## src/hdl/error_rate_circuit_breaker_top_defines.svh

```systemverilog
// ----------------------------------------------------------------------------
// Error-rate circuit breaker assertion macros
// Shared concurrent assertion forms, clocked on clk, disabled in reset.
// ----------------------------------------------------------------------------
`ifndef ERROR_RATE_CIRCUIT_BREAKER_TOP_DEFINES_SVH
`define ERROR_RATE_CIRCUIT_BREAKER_TOP_DEFINES_SVH

// same-cycle implication
`define ERB_ASSERT_IMPL(lbl, ante, cons) \
  lbl: assert property (@(posedge clk) disable iff (!rst_n) (ante) |-> (cons)) \
    else $error("erb assertion failed");

// next-cycle implication
`define ERB_ASSERT_NEXT(lbl, ante, cons) \
  lbl: assert property (@(posedge clk) disable iff (!rst_n) (ante) |=> (cons)) \
    else $error("erb assertion failed");

`endif

```

## src/hdl/erb_pkg.sv

```systemverilog
// ----------------------------------------------------------------------------
// erb_pkg
// Types and constants of the error-rate circuit breaker.
// ----------------------------------------------------------------------------
package erb_pkg;

  localparam int COUNT_W = 16;
  localparam int TIME_W  = 48;
  localparam int SLEEP_W = 32;
  localparam int ROLL_W  = 32;
  localparam int VOL_W   = 16;
  localparam int PCT_W   = 7;
  localparam int MUL_W   = COUNT_W + PCT_W;
  localparam int CFG_AW  = 2;
  localparam int CFG_DW  = 32;

  localparam logic [COUNT_W-1:0] COUNT_MAX = {COUNT_W{1'b1}};
  localparam logic [PCT_W-1:0]   PCT_FULL  = PCT_W'(100);

  // register indexes
  localparam logic [CFG_AW-1:0] REG_SLEEP  = 2'd0;
  localparam logic [CFG_AW-1:0] REG_ROLL   = 2'd1;
  localparam logic [CFG_AW-1:0] REG_VOLUME = 2'd2;
  localparam logic [CFG_AW-1:0] REG_PCT    = 2'd3;

  // event kinds
  localparam logic [1:0] KIND_REQUEST = 2'd0;
  localparam logic [1:0] KIND_SUCCESS = 2'd1;
  localparam logic [1:0] KIND_FAILURE = 2'd2;
  localparam logic [1:0] KIND_RESET   = 2'd3;

  // breaker modes
  localparam logic [1:0] MODE_CLOSED = 2'd0;
  localparam logic [1:0] MODE_OPEN   = 2'd1;
  localparam logic [1:0] MODE_HALF   = 2'd2;
  localparam logic [1:0] MODE_STRAY  = 2'd3;

  typedef struct packed {
    logic [SLEEP_W-1:0] sleep_span;
    logic [ROLL_W-1:0]  roll_span;
    logic [VOL_W-1:0]   min_volume;
    logic [PCT_W-1:0]   error_percent_limit;
  } erb_cfg_t;

  typedef struct packed {
    logic [1:0] breaker_mode;
    logic       probe;
    logic       allowed;
  } erb_res_t;

endpackage

```

## src/hdl/erb_cfg_regs.sv

```systemverilog
// ----------------------------------------------------------------------------
// erb_cfg_regs
// Configuration register file, write only.
// ----------------------------------------------------------------------------
module erb_cfg_regs (
  input  logic                       clk,
  input  logic                       rst_n,
  input  logic                       cfg_wr_en,
  input  logic [erb_pkg::CFG_AW-1:0] cfg_addr,
  input  logic [erb_pkg::CFG_DW-1:0] cfg_wdata,
  output erb_pkg::erb_cfg_t          cfg_o
);
  import erb_pkg::*;

  erb_cfg_t cfg_r;

  always_ff @(posedge clk) begin
    if (!rst_n) begin
      cfg_r.sleep_span          <= SLEEP_W'(5000);
      cfg_r.roll_span           <= ROLL_W'(60000);
      cfg_r.min_volume          <= VOL_W'(20);
      cfg_r.error_percent_limit <= PCT_W'(50);
    end else if (cfg_wr_en) begin
      case (cfg_addr)
        REG_SLEEP:  cfg_r.sleep_span          <= cfg_wdata[SLEEP_W-1:0];
        REG_ROLL:   cfg_r.roll_span           <= cfg_wdata[ROLL_W-1:0];
        REG_VOLUME: cfg_r.min_volume          <= cfg_wdata[VOL_W-1:0];
        REG_PCT:    cfg_r.error_percent_limit <= cfg_wdata[PCT_W-1:0];
        default: ;
      endcase
    end
  end

  assign cfg_o = cfg_r;

endmodule

```

## src/hdl/erb_core.sv

```systemverilog
// ----------------------------------------------------------------------------
// erb_core
// Breaker state and combinational event evaluation.
// ----------------------------------------------------------------------------
`include "error_rate_circuit_breaker_top_defines.svh"

module erb_core (
  input  logic                       clk,
  input  logic                       rst_n,
  input  logic                       step_v,
  input  logic [1:0]                 kind,
  input  logic [erb_pkg::TIME_W-1:0] now_time,
  input  erb_pkg::erb_cfg_t          cfg,
  output erb_pkg::erb_res_t          res
);
  import erb_pkg::*;

  logic [1:0]         mode_r,   mode_nxt;
  logic [COUNT_W-1:0] total_r,  total_nxt;
  logic [COUNT_W-1:0] failed_r, failed_nxt;
  logic [TIME_W-1:0]  opened_r, opened_nxt;
  logic [TIME_W-1:0]  wbegin_r, wbegin_nxt;

  logic               win_exp;
  logic               sleep_done;
  logic [COUNT_W-1:0] t_roll, f_roll, t_inc, f_inc;
  logic [TIME_W-1:0]  wb_roll;
  logic [MUL_W-1:0]   fail_x100, lim_x_total;
  logic               trip;
  logic               allowed, canary;

  always_comb begin
    win_exp = (now_time >= wbegin_r) &&
              ((now_time - wbegin_r) >= {{(TIME_W-ROLL_W){1'b0}}, cfg.roll_span});
    sleep_done = (now_time > opened_r) &&
                 ((now_time - opened_r) > {{(TIME_W-SLEEP_W){1'b0}}, cfg.sleep_span});

    t_roll  = win_exp ? '0 : total_r;
    f_roll  = win_exp ? '0 : failed_r;
    wb_roll = win_exp ? now_time : wbegin_r;
    t_inc   = (t_roll == COUNT_MAX) ? t_roll : t_roll + COUNT_W'(1);
    f_inc   = (f_roll == COUNT_MAX) ? f_roll : f_roll + COUNT_W'(1);

    fail_x100   = MUL_W'(f_inc) * MUL_W'(PCT_FULL);
    lim_x_total = MUL_W'(cfg.error_percent_limit) * MUL_W'(t_inc);
    trip        = (t_inc >= cfg.min_volume) && (fail_x100 >= lim_x_total);

    mode_nxt   = mode_r;
    total_nxt  = total_r;
    failed_nxt = failed_r;
    opened_nxt = opened_r;
    wbegin_nxt = wbegin_r;
    allowed    = 1'b0;
    canary     = 1'b0;

    case (kind)
      KIND_REQUEST: begin
        if (mode_r == MODE_CLOSED) begin
          allowed = 1'b1;
        end else if (mode_r != MODE_HALF && sleep_done) begin
          mode_nxt = MODE_HALF;
          canary   = 1'b1;
        end
      end
      KIND_SUCCESS: begin
        if (mode_r == MODE_HALF) begin
          mode_nxt   = MODE_CLOSED;
          total_nxt  = '0;
          failed_nxt = '0;
          opened_nxt = '0;
          wbegin_nxt = now_time;
        end else begin
          wbegin_nxt = wb_roll;
          total_nxt  = t_inc;
          failed_nxt = f_roll;
        end
      end
      KIND_FAILURE: begin
        if (mode_r == MODE_HALF) begin
          mode_nxt   = MODE_OPEN;
          opened_nxt = now_time;
        end else begin
          wbegin_nxt = wb_roll;
          total_nxt  = t_inc;
          failed_nxt = f_inc;
          if (trip) begin
            mode_nxt   = MODE_OPEN;
            opened_nxt = now_time;
          end
        end
      end
      default: begin
        mode_nxt   = MODE_CLOSED;
        total_nxt  = '0;
        failed_nxt = '0;
        opened_nxt = '0;
        wbegin_nxt = now_time;
      end
    endcase

    res.allowed      = allowed;
    res.probe        = canary;
    res.breaker_mode = (mode_nxt == MODE_STRAY) ? MODE_OPEN : mode_nxt;
  end

  always_ff @(posedge clk) begin
    if (!rst_n) begin
      mode_r   <= MODE_CLOSED;
      total_r  <= '0;
      failed_r <= '0;
      opened_r <= '0;
      wbegin_r <= '0;
    end else if (step_v) begin
      mode_r   <= mode_nxt;
      total_r  <= total_nxt;
      failed_r <= failed_nxt;
      opened_r <= opened_nxt;
      wbegin_r <= wbegin_nxt;
    end
  end

  `ERB_ASSERT_IMPL(a_fail_le_total, 1'b1, failed_r <= total_r)
  `ERB_ASSERT_NEXT(a_reset_clears, step_v && kind == KIND_RESET,
                   mode_r == MODE_CLOSED && total_r == '0 && failed_r == '0)
  `ERB_ASSERT_NEXT(a_idle_holds, !step_v,
                   $stable(mode_r) && $stable(total_r) && $stable(wbegin_r))
  `ERB_ASSERT_IMPL(a_canary_half, res.probe, res.breaker_mode == MODE_HALF && !res.allowed)

endmodule

```

## src/hdl/error_rate_circuit_breaker_top.sv

```systemverilog
// ----------------------------------------------------------------------------
// error_rate_circuit_breaker_top
// Closed/open/half-open circuit breaker with a rolling error-rate window.
//
//   channel  | direction | payload
//   ---------+-----------+---------------------------------------------
//   in_      | slave     | tuser: kind; tdata: now_time
//   out_     | master    | tdata: allowed, probe, breaker_mode
//   cfg_     | write     | index 0..3, 32-bit data
//
// One request per cycle sustained unless out_tready stalls; input register,
// then result register, with the single evaluation stage in erb_core between.
// Synchronous active-low reset clears both stages and the breaker state.
// A stalled result holds in the output register while the input register
// keeps its request; in_tready drops only when both are full.
// ----------------------------------------------------------------------------
module error_rate_circuit_breaker_top (
  input  logic                       clk,
  input  logic                       rst_n,
  input  logic                       in_tvalid,
  output logic                       in_tready,
  input  logic [erb_pkg::TIME_W-1:0] in_tdata,   // [47:0] now_time
  input  logic [1:0]                 in_tuser,   // [1:0] kind
  output logic                       out_tvalid,
  input  logic                       out_tready,
  output logic [7:0]                 out_tdata,  // [0] allowed, [1] probe,
                                                 // [3:2] breaker_mode, [7:4] zero
  input  logic                       cfg_wr_en,
  input  logic [erb_pkg::CFG_AW-1:0] cfg_addr,
  input  logic [erb_pkg::CFG_DW-1:0] cfg_wdata
);
  import erb_pkg::*;

  erb_cfg_t          cfg;
  erb_res_t          res;

  logic              s1_v_r;
  logic [1:0]        s1_kind_r;
  logic [TIME_W-1:0] s1_now_r;
  logic              out_v_r;
  erb_res_t          out_res_r;

  logic              s2_free;
  logic              s1_move;

  assign s2_free   = !out_v_r || out_tready;
  assign s1_move   = s1_v_r && s2_free;
  assign in_tready = !s1_v_r || s2_free;

  always_ff @(posedge clk) begin
    if (!rst_n) begin
      s1_v_r <= 1'b0;
    end else if (in_tready) begin
      s1_v_r <= in_tvalid;
    end
  end

  always_ff @(posedge clk) begin
    if (in_tready && in_tvalid) begin
      s1_kind_r <= in_tuser;
      s1_now_r  <= in_tdata;
    end
  end

  always_ff @(posedge clk) begin
    if (!rst_n) begin
      out_v_r <= 1'b0;
    end else if (s2_free) begin
      out_v_r <= s1_v_r;
    end
  end

  always_ff @(posedge clk) begin
    if (s1_move) begin
      out_res_r <= res;
    end
  end

  erb_cfg_regs u_cfg (
    .clk       (clk),
    .rst_n     (rst_n),
    .cfg_wr_en (cfg_wr_en),
    .cfg_addr  (cfg_addr),
    .cfg_wdata (cfg_wdata),
    .cfg_o     (cfg)
  );

  erb_core u_core (
    .clk      (clk),
    .rst_n    (rst_n),
    .step_v   (s1_move),
    .kind     (s1_kind_r),
    .now_time (s1_now_r),
    .cfg      (cfg),
    .res      (res)
  );

  assign out_tvalid = out_v_r;
  assign out_tdata  = {4'b0000, out_res_r};

endmodule

```

## config.mk

```make
export PLATFORM = sky130hd
export DESIGN_NAME = error_rate_circuit_breaker_top
export DESIGN_NICKNAME = d
export VERILOG_FILES = /design/src/hdl/erb_pkg.sv /design/src/hdl/erb_cfg_regs.sv /design/src/hdl/erb_core.sv /design/src/hdl/error_rate_circuit_breaker_top.sv
export VERILOG_INCLUDE_DIRS = /design/src /design/src/hdl
export SDC_FILE = /design/constraint.sdc
export NUM_CORES = 1
export LEC_CHECK = 0
export BUFFER_PORTS_ARGS = -buffer_cell sky130_fd_sc_hd__clkbuf_2
export CORE_MARGIN = 2
export CORE_UTILIZATION = 33
export DETAILED_ROUTE_END_ITERATION = 8
export GPL_TIMING_DRIVEN = 0
export MAX_ROUTING_LAYER = met4
export PLACE_DENSITY = 0.44
export SYNTH_ARGS = -nofsm -noshare
export SYNTH_HDL_FRONTEND = slang
export SYNTH_SLANG_ARGS = --single-unit
export TNS_END_PERCENT = 100
```

## constraint.sdc

```tcl
create_clock -name clk -period 42.7 [get_ports clk]
set_clock_uncertainty 0.2 [all_clocks]
set_input_delay 6.405 -clock clk [delete_from_list [all_inputs] [get_ports clk]]
set_output_delay 6.405 -clock clk [all_outputs]
set_load 0.01 [all_outputs]
```

# == Word level (Yosys, flattened, before mapping) ==
# Index checks and enable logic that the tools add are counted.
# word_totals
ff_bits,273
in_bits,89
output_inout_bits,10
wordCells,88
# op_classes
addsub,4
n_mul,2
order_cmp,6
n_eq_ne,13
n_mux,26
bitwise_logic,1
reduce_logical,20
# op_table
op,count
two-way mux 48 bit,6
case mux 48 bit (3 select lines),2
two-way mux 16 bit,8
case mux 16 bit (3 select lines),2
subtractor 48 bit,2
>= comparator 48 x 32 -> 1 bit,1
>= comparator 48 bit,1
greater-than comparator 48 x 32 -> 1 bit,1
greater-than comparator 48 bit,1
"adder 16 x 1 -> 16 bit, second input constant",2
"== test 16 bit, second input constant",2
>= comparator 23 bit,1
multiplier 7 x 16 -> 23 bit,1
"multiplier 16 x 5 -> 21 bit, second input constant",1
>= comparator 16 bit,1
"== test 2 bit, second input constant",5
two-way mux 2 bit,5
AND reduction 2 bit,4
logical AND 1 bit,6
logical NOT 2 bit,3
case mux 2 bit (3 select lines),1
"== test 2 x 1 -> 1 bit, second input constant",2
"inequality test 2 bit, second input constant",2
AND reduction 4 bit,1
8 further kinds,11

# == Longest topological paths before layout ==
# depth
ltp_word,13
ltp_mapped,74

# == Cells and area by module ==
# Synthesis repeated with hierarchy kept, for this count alone.
# unflattened
cells_unflattened,3155
hier_area_um2,25856.0
# modules_own_cells
mod,instances,cells_per_inst,area_each_um2
erb_core,1,2747,20671.1
erb_cfg_regs,1,340,3425.8
error_rate_circuit_breaker_top,1,68,1759.2

# == Worst setup path before layout ==
# OpenSTA, ideal clock, no wires.
# synth_path
kind,register -> register
start,register s1_now_r[0]
end,register u_core.opened_r[27]
t_arrival_ns,14.197
required_time_ns,42.380
setup_slack_ns,28.184
stages_incl_launch_ff,74
n_path_buf,6
synth_period_minus_slack_ns,14.516
cell_sequence,edfxtp_1 > inv_1 > ha_1 > fa_1 > nand2b_1 > a211oi_1 > o21ai_0 > and2_1 > o21ai_1 > a31oi_1 > nor2_1 > nor2_1 > xnor2_1 > ha_1 > a21oi_1 > nand2_1 > a22oi_1 > o21ai_0 > (+38 left out) > a21oi_1 > xnor2_1 > ha_1 > nand4_1 > nor2_1 > and4_1 > a2111oi_0 > and3_1 > a221oi_1 > o41ai_1 > nor3b_1 > a211oi_2 > a21oi_1 > o211a_1 > buf_2 > buf_4 > buf_6 > mux2i_1
# synth_via
elab_chain_len,11
# synth_lines
element,line_no,text
"start, declared",error_rate_circuit_breaker_top.sv:39,logic [TIME_W-1:0] s1_now_r;
"start signal, assigned",error_rate_circuit_breaker_top.sv:61,s1_now_r <= in_tdata;
subtractor 48 bit,erb_core.sv:34,"((now_time - wbegin_r) >= {{(TIME_W-ROLL_W){1'b0}}, cfg.roll_span});"
>= comparator 48 x 32 -> 1 bit,erb_core.sv:34,
logical AND 1 bit *,erb_core.sv:33,win_exp = (now_time >= wbegin_r) &&
two-way mux 16 bit (on tied branches),"erb_core.sv:39, erb_core.sv:38",
"adder 16 x 1 -> 16 bit, or another cell as far along",erb_core.sv:42,f_inc = (f_roll == COUNT_MAX) ? f_roll : f_roll + COUNT_W'(1);
two-way mux 16 bit (on tied branches),"erb_core.sv:42, erb_core.sv:41",
multiplier 16 x 5 -> 21 bit or multiplier 7 x 16 -> 23 bit (tied branches),"erb_core.sv:44, erb_core.sv:45",
>= comparator 23 bit,erb_core.sv:46,trip = (t_inc >= cfg.min_volume) && (fail_x100 >= lim_x_total);
logical AND 1 bit *,erb_core.sv:46,
inequality test 3 x 1 -> 1 bit (no line) *,--,
AND reduction 4 bit (no line) *,--,
"end signal, assigned",erb_core.sv:117,opened_r <= opened_nxt;
"end, declared",erb_core.sv:21,"logic [TIME_W-1:0] opened_r, opened_nxt;"
# Mark *: on every way between the ends. The rest lies on a longest branch, timed or not.
# A chain may end at the register's enable or synchronous reset.

# == Final worst setup path ==
# layout_path
start,register s1_now_r[1]
end,register u_core.opened_r[42]
# Same word-level chain as after synthesis.

==> qor.txt <==
Outcome: complete, no violations
Placed Cells incl. Taps: 4,206
Overall power: 0.0007764 W
Internal power: 0.0005215 W
Resized Gates After CTS: 0
Switching share of power: 32.83%
EDFF count, synth: 54
Length of routed wiring on met1: 39.56 mm
Crit-path slowest cell: a2111oi_0
Total Wirelength: 87.04 mm
Yosys reg bits: 273
Via density: 5.363
Clock sink count: 273
Die ar.: 78,270 sq um
Synth cell types: 88
# IOs: 99
Vias: 22,920
Met2 routed wirelength: 42.08 mm
Crit path largest cell delay: 0.76 ns
DRT Pass-1 Iters: 5
Fillers: 7,943
WL met3: 2.896 mm
1st-iter DRT viols: 1,322
Hold Path Stages: 2
CTS root buffer: clkbuf_16
Placement Setup Slack: 23.82 ns
Die X: 279.8 microns
Pwr Density: 27.77 nW/um^2
Final std cells w/o fill: 4,273
Initial antenna violation count: 4
Share of the synthesized area in the top cell type: 17.47%
Maximum VDD drop: 23.92 uV
Final worst setup slack: 23.86 ns
Achievable Freq: 53.09 MHz
Hpwl dp: 70.09 mm
Starting density of the core: 33.21%
Clock-pin slew on the worst setup and hold paths: 0.06 ns
GRT Overall Usage: 22.64%
Total Neg Setup Slack: 0 ns
Top post-synthesis cells by area: dfxtp_1 17%, ha_1 15%, fa_1 6.5%
Final hold violations: 0
Synth top cells by count: 373 x nand2_1, 315 x inv_1, 297 x ha_1
Layout cells sized above 1: 7.047%
Cell Area, Synth: 25,090 sq um
FF-to-FF End: u_core.opened_r[42]
CTS tree: yes
Setup bufs post-CTS: 0
Critical Path End Type: flop
Mapped Cells: 3,132
Top sig layer: met4
Register area share after synthesis: 23.93%
Max-cap violations: 0
Final number of setup-violating endpoints: 0
Final Critical Period: 18.84 ns
R2R Path Start: s1_now_r[1]
# H-tree levels: 2
GRT overflow: 0
Part of the power in registers: 36.6%
DRC viols: 0
Hold path endpoint: u_cfg.cfg_o[15]
First-pass GRT wire length: 134.3 mm
WL per Instance: 20.37 microns
Fin nets: 3,733
Row count: 101
RSZ-0062 raised after global routing: false
Fin crit share: 44.11%
WP data arrival: 19.10 ns
Synth-to-Final Area Change: 11.43%
Max-slew violation count: 0
Hold Crit Start: u_cfg.cfg_o[15]
Count leader, synth: nand2_1
Async set-reset flop share out of synthesis: 0%
YS warnings: 0
Area of the multi-input gates: 17,260 sq um
Worst Path Required: 42.96 ns
Clk_lat worst skew: 0.56 ns
CTS Hold Bufs: 0
Static Leak: 11.31 nW
WS Path Type: reg -> reg
Storage cell area: 6006 sq um
GP Congestion: 0.9163
Max_slew headroom: 7.382%
Worst reg-to-reg path cell count: 72
Routed Antenna Nets: 0
CTS Buf Count: 35
R2r setup slk: 23.86 ns
Actual slew at the worst max-slew pin: 1.389 ns
Min-Delay Path Class: reg -> reg
Sw power: 0.0002548 W
CP Max Fanout: 10
Vias in the first global route: 22,990
Input/output buffers: 93
Yosys top cell by area: dfxtp_1
Synthesized area per cell: 8.012 sq um
Startpoint types: flop
Largest net degree at the start of global routing: 51
Bufs on Longest Clock Path: 3
Ys flop type: dfxtp_1
Clock share of power: 38.9%
Combinational Power Share: 24.5%
Die H: 279.8 microns
Core footprint: 75,570 sq um
state kept, by name, summed over array words and instances (netlist names):
name and count:
out_tdata 4, out_tvalid 1, s1_kind_r 2, s1_now_r 48, s1_v_r 1, u_cfg.cfg_o 87, u_core.failed_r 16, u_core.mode_r 2
u_core.opened_r 48, u_core.total_r 16, u_core.wbegin_r 48
placed cells by master (no fill, tap or decap), drive strengths merged, types with 29 or more instances in the layout:
master | Yosys | routed
edfxtp | 54 | 54
a22oi | 47 | 47
nand4 | 54 | 54
xnor2 | 86 | 86
fa | 82 | 82
o21ai | 176 | 176
nand3 | 95 | 95
a21o | 47 | 47
nand2 | 373 | 373
a32oi | 43 | 43
nor2b | 36 | 36
dfxtp | 219 | 219
clkbuf | 103 | 246
nand2b | 39 | 39
a21oi | 281 | 281
buf | 42 | 42
mux2i | 55 | 55
o21a | 29 | 29
and2 | 92 | 92
nor3 | 53 | 53
nor2 | 168 | 168
xor2 | 36 | 36
ha | 297 | 297
inv | 315 | 317
metal layers:
layer	vias to the layer above	track usage, %
met2	486	38.57
met3	116	2.068
li1	11330	-
met5	-	-
met1	10990	28.52
met4	0	6.582
critical path, delay by kind of cell (launching register included):
| kind | cells | cell delay, ns |
|---|---|---|
| AO/OA/AOI/OAI | 23 | 5.96 |
| XOR/XNOR | 3 | 0.66 |
| adder cells (fa/ha/maj) | 9 | 3.72 |
| buffers and inverters | 11 | 1.68 |
| flip-flops | 1 | 0.57 |
| multiplexers | 1 | 0.17 |
| AND/OR/NAND/NOR | 25 | 5.76 |
metrics by stage:
| step | hold WS [ns] | util, % | cell area [sq um] |
|---|---|---|---|
| after detailed placement | 0.2469 | 35.46 | 26800 |
| after global routing | 0.2741 | 36.99 | 27960 |
| after global placement | 0.2411 | 35.46 | 26790 |
| final | 0.2541 | 37.00 | 27960 |
| after floorplan | 0.2347 | - | 25110 |
| after CTS | 0.2557 | 36.99 | 27950 |
power by group through the flow:
stage	combinational, W	clock [W]	sequential [W]
floorplan	0.000130	0	0.000285
global placement	0.000187	0	0.000289
detailed placement	0.000189	0	0.000290
CTS	0.000190	0.000311	0.000284
global route	0.000212	0.000320	0.000285
finish	0.000190	0.000302	0.000284
how the worst max path moves through the flow:
stage | cells after the start | endpoint | slack, ns | start
floorplan | 73 | u_core.opened_r[27] | 28.18 | s1_now_r[0]
global placement | 72 | u_core.opened_r[27] | 23.87 | s1_now_r[1]
detailed placement | 72 | u_core.opened_r[42] | 23.82 | s1_now_r[1]
CTS | 72 | u_core.opened_r[42] | 23.76 | s1_now_r[1]
global route | 72 | u_core.opened_r[42] | 22.37 | s1_now_r[1]
finish | 72 | u_core.opened_r[42] | 23.86 | s1_now_r[1]
cell families (layout without fill, tap and decap cells):
logic type	count (synthesis)	count (layout)	synth area share, %
AOI/OAI and AO/OA	825	825	21.02
muxes	60	60	2.418
other	1	7	0.01494
adders and majority gates	379	379	21.35
buffers and inverters	460	617	7.359
DFF	273	273	23.93
and+or+nand+nor	1012	1012	19.65
xor gates and xnor gates	122	122	4.258
final cells by class:
cell class                      instances  share of cell area [%]
Antenna cell                            3                 0.02685
Tap cell                              978                   4.376
Multi-Input combinational cell       2402                   61.71
Clock inverter                         14                  0.4788
Buffer                                145                   2.376
Sequential cell                       273                   21.48
Timing Repair Buffer                   93                   1.665
Clock buffer                           50                   3.660
Inverter                              315                   4.229
Note: power is estimated with default switching activity, not from simulation.
